### src/design/assert_macros.svh
`ifndef ASSERT_MACROS_SVH
`define ASSERT_MACROS_SVH

// Check a property on every rising edge of aclk outside reset.
`define PFCE_ASSERT(label, prop, msg) \
    label: assert property (@(posedge aclk) disable iff (!aresetn) (prop)) \
        else $error(msg);

// Check a property on every rising edge of aclk, reset included.
`define PFCE_ASSERT_ALWAYS(label, prop, msg) \
    label: assert property (@(posedge aclk) (prop)) else $error(msg);

`endif

### src/design/pfce_pkg.sv
`default_nettype none

package pfce_pkg;

    // Bus access transaction
    typedef struct packed {
        logic        op;
        logic [16:0] address;
        logic [1:0]  size_code;
        logic [7:0]  write_byte;
    } in_item_t;

    // Result transaction
    typedef struct packed {
        logic [31:0] read_data;
        logic [1:0]  status;
    } out_item_t;

    // Access codes
    localparam logic OP_READ  = 1'b0;
    localparam logic OP_WRITE = 1'b1;

    // Size codes
    localparam logic [1:0] SIZE_BYTE = 2'd0;
    localparam logic [1:0] SIZE_HALF = 2'd1;
    localparam logic [1:0] SIZE_WORD = 2'd2;
    localparam logic [1:0] SIZE_BAD  = 2'd3;

    // Status codes
    localparam logic [1:0] STATUS_OK        = 2'd0;
    localparam logic [1:0] STATUS_BAD_SIZE  = 2'd1;
    localparam logic [1:0] STATUS_UNLOCK    = 2'd2;
    localparam logic [1:0] STATUS_UNKNOWN   = 2'd3;

    // Store byte after erase
    localparam logic [7:0] ERASED_BYTE = 8'hFF;

    // Action requested by the command sequencer for one write
    typedef struct packed {
        logic [1:0] status;
        logic       prog;
        logic       erase;
    } seq_act_t;

endpackage

`default_nettype wire

### src/design/pfce_seq.sv
`default_nettype none

module pfce_seq #(
    parameter int AW = 17
) (
    input  wire logic          aclk,
    input  wire logic          aresetn,
    input  wire logic          step_en,
    input  wire logic [AW-1:0] addr,
    input  wire logic [1:0]    size_code,
    input  wire logic [7:0]    wr_byte,
    output pfce_pkg::seq_act_t act
);

    import pfce_pkg::*;

    localparam logic [2:0] SQ_CMD_AA = 3'd0;
    localparam logic [2:0] SQ_CMD_55 = 3'd1;
    localparam logic [2:0] SQ_CMD    = 3'd2;
    localparam logic [2:0] SQ_ER_AA  = 3'd3;
    localparam logic [2:0] SQ_ER_55  = 3'd4;
    localparam logic [2:0] SQ_ER     = 3'd5;
    localparam logic [2:0] SQ_PROG   = 3'd6;

    localparam logic [AW-1:0] UNLOCK_ADDR1  = AW'(32'h5555);
    localparam logic [AW-1:0] UNLOCK_ADDR2A = AW'(32'hAAAA);
    localparam logic [AW-1:0] UNLOCK_ADDR2B = AW'(32'h2AAA);

    localparam logic [7:0] UNLOCK_BYTE1 = 8'hAA;
    localparam logic [7:0] UNLOCK_BYTE2 = 8'h55;
    localparam logic [7:0] CMD_PROGRAM  = 8'hA0;
    localparam logic [7:0] CMD_ERASE    = 8'h80;
    localparam logic [7:0] CMD_SECTOR   = 8'h30;

    logic [2:0] seq_reg;
    logic [2:0] seq_next;
    logic [2:0] cur;
    seq_act_t   act_c;

    // Decode one write against the sequencer state
    always_comb begin
        cur      = (seq_reg > SQ_PROG) ? SQ_CMD_AA : seq_reg;
        seq_next = seq_reg;
        act_c    = '0;
        if (step_en) begin
            if (size_code != SIZE_BYTE) begin
                act_c.status = STATUS_BAD_SIZE;
                seq_next     = SQ_CMD_AA;
            end else begin
                case (cur)
                    SQ_CMD_AA, SQ_ER_AA: begin
                        if (addr == UNLOCK_ADDR1 && wr_byte == UNLOCK_BYTE1) begin
                            seq_next = cur + 3'd1;
                        end else begin
                            seq_next     = SQ_CMD_AA;
                            act_c.status = STATUS_UNLOCK;
                        end
                    end
                    SQ_CMD_55, SQ_ER_55: begin
                        if ((addr == UNLOCK_ADDR2A || addr == UNLOCK_ADDR2B)
                                && wr_byte == UNLOCK_BYTE2) begin
                            seq_next = cur + 3'd1;
                        end else begin
                            seq_next     = SQ_CMD_AA;
                            act_c.status = STATUS_UNLOCK;
                        end
                    end
                    SQ_CMD: begin
                        if (wr_byte == CMD_PROGRAM) begin
                            seq_next = SQ_PROG;
                        end else if (wr_byte == CMD_ERASE) begin
                            seq_next = SQ_ER_AA;
                        end else begin
                            seq_next     = SQ_CMD_AA;
                            act_c.status = STATUS_UNKNOWN;
                        end
                    end
                    SQ_ER: begin
                        if (wr_byte == CMD_SECTOR) begin
                            act_c.erase = 1'b1;
                        end else begin
                            act_c.status = STATUS_UNKNOWN;
                        end
                        seq_next = SQ_CMD_AA;
                    end
                    SQ_PROG: begin
                        act_c.prog = 1'b1;
                        seq_next   = SQ_CMD_AA;
                    end
                    default: begin
                        seq_next = SQ_CMD_AA;
                    end
                endcase
            end
        end
    end

    // Advance the sequencer
    always_ff @(posedge aclk) begin
        if (!aresetn) begin
            seq_reg <= SQ_CMD_AA;
        end else begin
            seq_reg <= seq_next;
        end
    end

    assign act = act_c;

endmodule

`default_nettype wire

### config.mk
export PLATFORM = sky130hd
export DESIGN_NAME = pfce_seq
export DESIGN_NICKNAME = d
export VERILOG_FILES = /design/src/design/assert_macros.svh /design/src/design/pfce_pkg.sv /design/src/design/pfce_seq.sv
export SDC_FILE = /design/constraint.sdc
export NUM_CORES = 1
export LEC_CHECK = 0
export BUFFER_PORTS_ARGS = -buffer_cell sky130_fd_sc_hd__buf_2
export CAP_MARGIN = 20
export CORE_AREA = 2 2 39 41
export DETAILED_ROUTE_END_ITERATION = 6
export DIE_AREA = 0 0 41 43
export PLACE_DENSITY = 0.9
export SLEW_MARGIN = 10
export SYNTH_ARGS = -nofsm -noshare
export SYNTH_HDL_FRONTEND = slang
export SYNTH_SLANG_ARGS = --single-unit
### constraint.sdc
create_clock -name aclk -period 4.75 [get_ports aclk]
set_input_delay 0.7125 -clock aclk [delete_from_list [all_inputs] [get_ports aclk]]
set_output_delay 0.7125 -clock aclk [all_outputs]
set_load 0.005 [all_outputs]
Word level (Yosys, flattened, before mapping)
Cells that the tools add are included.
Widths: inputs -> output; s select.
- bits in registers: 3
- output and inout port bits: 4
- word-level logic and storage cells: 43
- add/subtract/negate cells: 1
- order comparisons: 1
- equality and inequality tests: 14
- muxes and demuxes: 19
- reductions and logical operators: 7
- operators with widths (cell ; number):
    $eq 8x8->1 const B ; 3
    $eq 17x14->1 const B ; 1
    $eq 17x15->1 const B ; 1
    $eq 17x16->1 const B ; 1
    $mux 2 ; 8
    $mux 3 ; 5
    $eq 3x3->1 const B ; 3
    $pmux 3 s3 ; 1
    $eq 8x6->1 const B ; 1
    $eq 8x7->1 const B ; 1
    $pmux 2 s4 ; 1
    $eq 3x2->1 const B ; 2
    $mux 4 ; 1
    $reduce_or 2->1 ; 2
    $add 3x1->3 const B ; 1
    $eq 3x1->1 const B ; 1
    $gt 3x3->1 const B ; 1
    $logic_not 3->1 ; 1
    $mux 1 ; 3
    $logic_and 1x1->1 ; 2
    $reduce_bool 2->1 ; 1
    $logic_or 1x1->1 ; 1

Longest topological paths before layout
- depth in word-level cells: 7
- depth in mapped cells: 9

Worst setup path before layout
Ideal clock, no wire load.
- path type: flip-flop to output port
- start: reg seq_reg[0]
- end: out act[3] (netlist bit)
- arrival: 1.707 ns
- required time: 4.038 ns
- slack: 2.331 ns
- cell stages (with the launch flop): 9
- path buffers: 0
- path through: dfxtp_1 -> inv_1 -> ha_1 -> or2b_1 -> nand2_1 -> ha_1 -> a211oi_2 -> o22a_1 -> a211oi_1
- RTL lines (element ; line ; RTL):
    start: declaration ; pfce_seq.sv:35 ; logic [2:0] seq_reg;
    start signal: assignment ; pfce_seq.sv:103 ; seq_reg <= seq_next;
    end: declaration ; pfce_seq.sv:12 ; output pfce_pkg::seq_act_t act

==> impl_results.md <==
* Outcome: finished, final reports clean
* Clock group share of total power at 47.4%
* Post-CTS Setup Inserts at 0
* Slew Viols, Final at 0
* PortBufs at 33
* Post-Place Setup Slack at 2.098 ns
* CTS tree: yes
* First-pass GRT wire length at 2697 um
* Switching Share at 24.92%
* Longest Clk Path Bufs at 2
* H-tree levels at 1
* Arrival time worst endpoint at 2.20 ns
* Setup WS post-layout at 1.840 ns
* Hold depth at 2
* Post-Synthesis Cells at 77
* Clk sink count at 3
* Crit Path Class: flip-flop to output pin
* Clk root buf: clkbuf_4
* #FFs+latches synth at 3
* Number of iterations in the first detailed-routing pass at 4
* Top Ports at 34
* Worst-Margin Slew at 0.3623 ns
* RSZ-0062 raised after global routing: false
* Mapped cell area at 573.1 um2
* Flip-flop count of the largest register after layout at 3
* Hold-fix buffers, CTS at 0
* DRC at 0
* Pwr/cell area at 121.8 mW/mm2
* Leading cell type in the layout, fill and taps excluded: buf_2
* Rows at 14
* WP data required at 4.04 ns
* Sequential power share at 26.9%
* Syn nets at 110
* Layout overhead on the synthesized area at 34.93%
* Average wire per standard cell at 12.46 um
* Max Fclk at 0.3436 GHz
* Element type at the critical path start: flip-flop
* Diode count at 0
* Cell variety after synth at 36
* Final ANT Viol Nets at 0
* Leak at 0.3340 nW
* Reg2Reg Depth at 9
* Commonest cells after routing, fill and taps aside: buf_2, nand2_1, inv_1, nor4bb_1
* Crit. End Element: output pin
* RD Place Congestion at 0.8448
* Top cell type's share of synthesized area at 10.48%
* Max FO, Critical Path at 7
* Final Setup Violations at 0
* Number of buffers created by CTS at 3
* Antenna violations before repair at 0
* Gate power share at 25.7%
* Max Cap Violations at 0
* Reg clk slew, reported paths at 0.04 ns
* Starting density of the core at 41.41%
* Total Neg Setup Slack at 0 ns
* DR iter-0 viols at 15
* P_sw at 23.47 uW
* Clk_skew at 0.005079 ns
* Layout net count at 147
* Max VDD drop at 157.0 uV
* Largest net degree at the start of global routing at 10
* Gr usage total at 21.66%
* Hold_ws at 0.5982 ns
* Path category of the worst min-delay check: flip-flop to flip-flop
* Vias/cell at 5.612
* Mean post-synth cell area at 7.442 um2
* Die X at 41 um
* Vert. Die Dim at 43 um
* Final period utilization at 61.27%
* Slew HR at 75.59%
* Routed vias at 724
* Die ar. at 0.001763 mm2
* Power Internal at 70.70 uW
* Share of cells above drive strength 1 at 37.17%
* Post_cts resized at 0
* Core Area at 0.001384 mm2
* Most area-hungry cell type in the Yosys netlist: dfxtp_1
* Tmin final at 2.910 ns
* Seq/Total Area, Yosys at 10.48%
* Top post-synthesis cells by area: dfxtp_1, nor4bb_1, ha_1
* Vias in the first global route at 701
* Clk_lat worst skew at 0.23 ns
* Synthesis Warnings at 0
* Drt total wl at 1607 um
* Total grt overflow at 0
* Hold Violations, Final at 0
* DP HPWL at 1387 um
cells by family after synthesis:
group | share of synthesized area (%)
buf+inv | 6.549
simple gates | 46.07
mux | 1.747
compound gates | 28.60
flops | 10.48
fa+ha+maj | 6.551
Yosys cell counts:
| master | instances |
|---|---|
| mux2i_1 | 1 |
| a211oi_1 | 2 |
| dfxtp_1 | 3 |
| nor2b_1 | 2 |
| and4bb_1 | 1 |
| nor3_2 | 1 |
| buf_6 | 1 |
| and4b_1 | 2 |
| o21ai_0 | 2 |
| o21bai_1 | 2 |
| inv_2 | 1 |
| or2b_1 | 1 |
| nor4b_1 | 1 |
| and2_4 | 1 |
| a21boi_0 | 2 |
| o21ai_1 | 1 |
| a221oi_1 | 3 |
| inv_1 | 6 |
| a31o_1 | 1 |
| and2b_1 | 1 |
| ha_1 | 3 |
| nand3_1 | 4 |
| nand4_1 | 2 |
| a32oi_1 | 1 |
| o31ai_1 | 1 |
| a211oi_2 | 2 |
| or3_1 | 1 |
| a21oi_1 | 2 |
| nand2_1 | 9 |
| nor4_1 | 1 |
| nor3_1 | 3 |
| o21ai_2 | 1 |
| nor4bb_1 | 6 |
| nor2_1 | 4 |
| nor3b_1 | 1 |
| o22a_1 | 1 |
power groups by stage:
| stage | logic [mW] | registers [mW] | clock network (mW) |
|---|---|---|---|
| after floorplan | 0.00826 | 0.0257 | 0 |
| after global placement | 0.0230 | 0.0257 | 0 |
| after detailed placement | 0.0240 | 0.0257 | 0 |
| after CTS | 0.0241 | 0.0253 | 0.0461 |
| after global routing | 0.0266 | 0.0253 | 0.0482 |
| final | 0.0242 | 0.0253 | 0.0446 |
layer usage:
| layer | global-route usage (%) | share of wire [%] |
|---|---|---|
| met3 | 2.094 | 3.5 |
| met5 | 0 | 0 |
| met2 | 37.50 | 51 |
| met1 | 26.28 | 44 |
| met4 | 6.667 | 1.2 |
critical path: stages (launching register included):
cell and delay (ns):
dfxtp_1 0.44, inv_1 0.11, ha_1 0.26, or2b_1 0.28, nand2_1 0.08, ha_1 0.16
a211oi_2 0.05, o22a_1 0.24, a211oi_1 0.21, buf_2 0.14
worst paths after layout:
| check | endpoint | slack, ns | start |
|---|---|---|---|
| hold reg to reg | seq_reg[0] | 0.60 | seq_reg[0] |
| setup reg to reg | seq_reg[0] | 2.58 | seq_reg[0] |
| setup / recovery | act[3] | 1.84 | seq_reg[0] |
| hold / removal | seq_reg[0] | 0.60 | seq_reg[0] |
stage by stage:
| step | instance area (um2) | std cells | power (mW) | util (%) |
|---|---|---|---|---|
| 4_1_cts | 773.2 | 129 | 0.09553 | 55.88 |
| 3_3_place_gp | 747.0 | 125 | 0.04876 | 53.98 |
| 2_1_floorplan | 573.1 | 77 | 0.03397 | - |
| 6_report | 773.2 | 129 | 0.09417 | 55.88 |
| 3_5_place_dp | 747.0 | 125 | 0.04967 | 53.98 |
| 5_1_grt | 773.2 | 129 | 0.1002 | 55.88 |
layout make-up:
class,count,area [um2]
multi-input cells,66,475.5
repair buffers,33,165.2
clock buffers,4,26.28
inverters,7,26.28
well taps,16,20.02
fillers,141,610.6
flip-flops and latches,3,60.06
No activity file was read; power rests on OpenSTA's default activity.
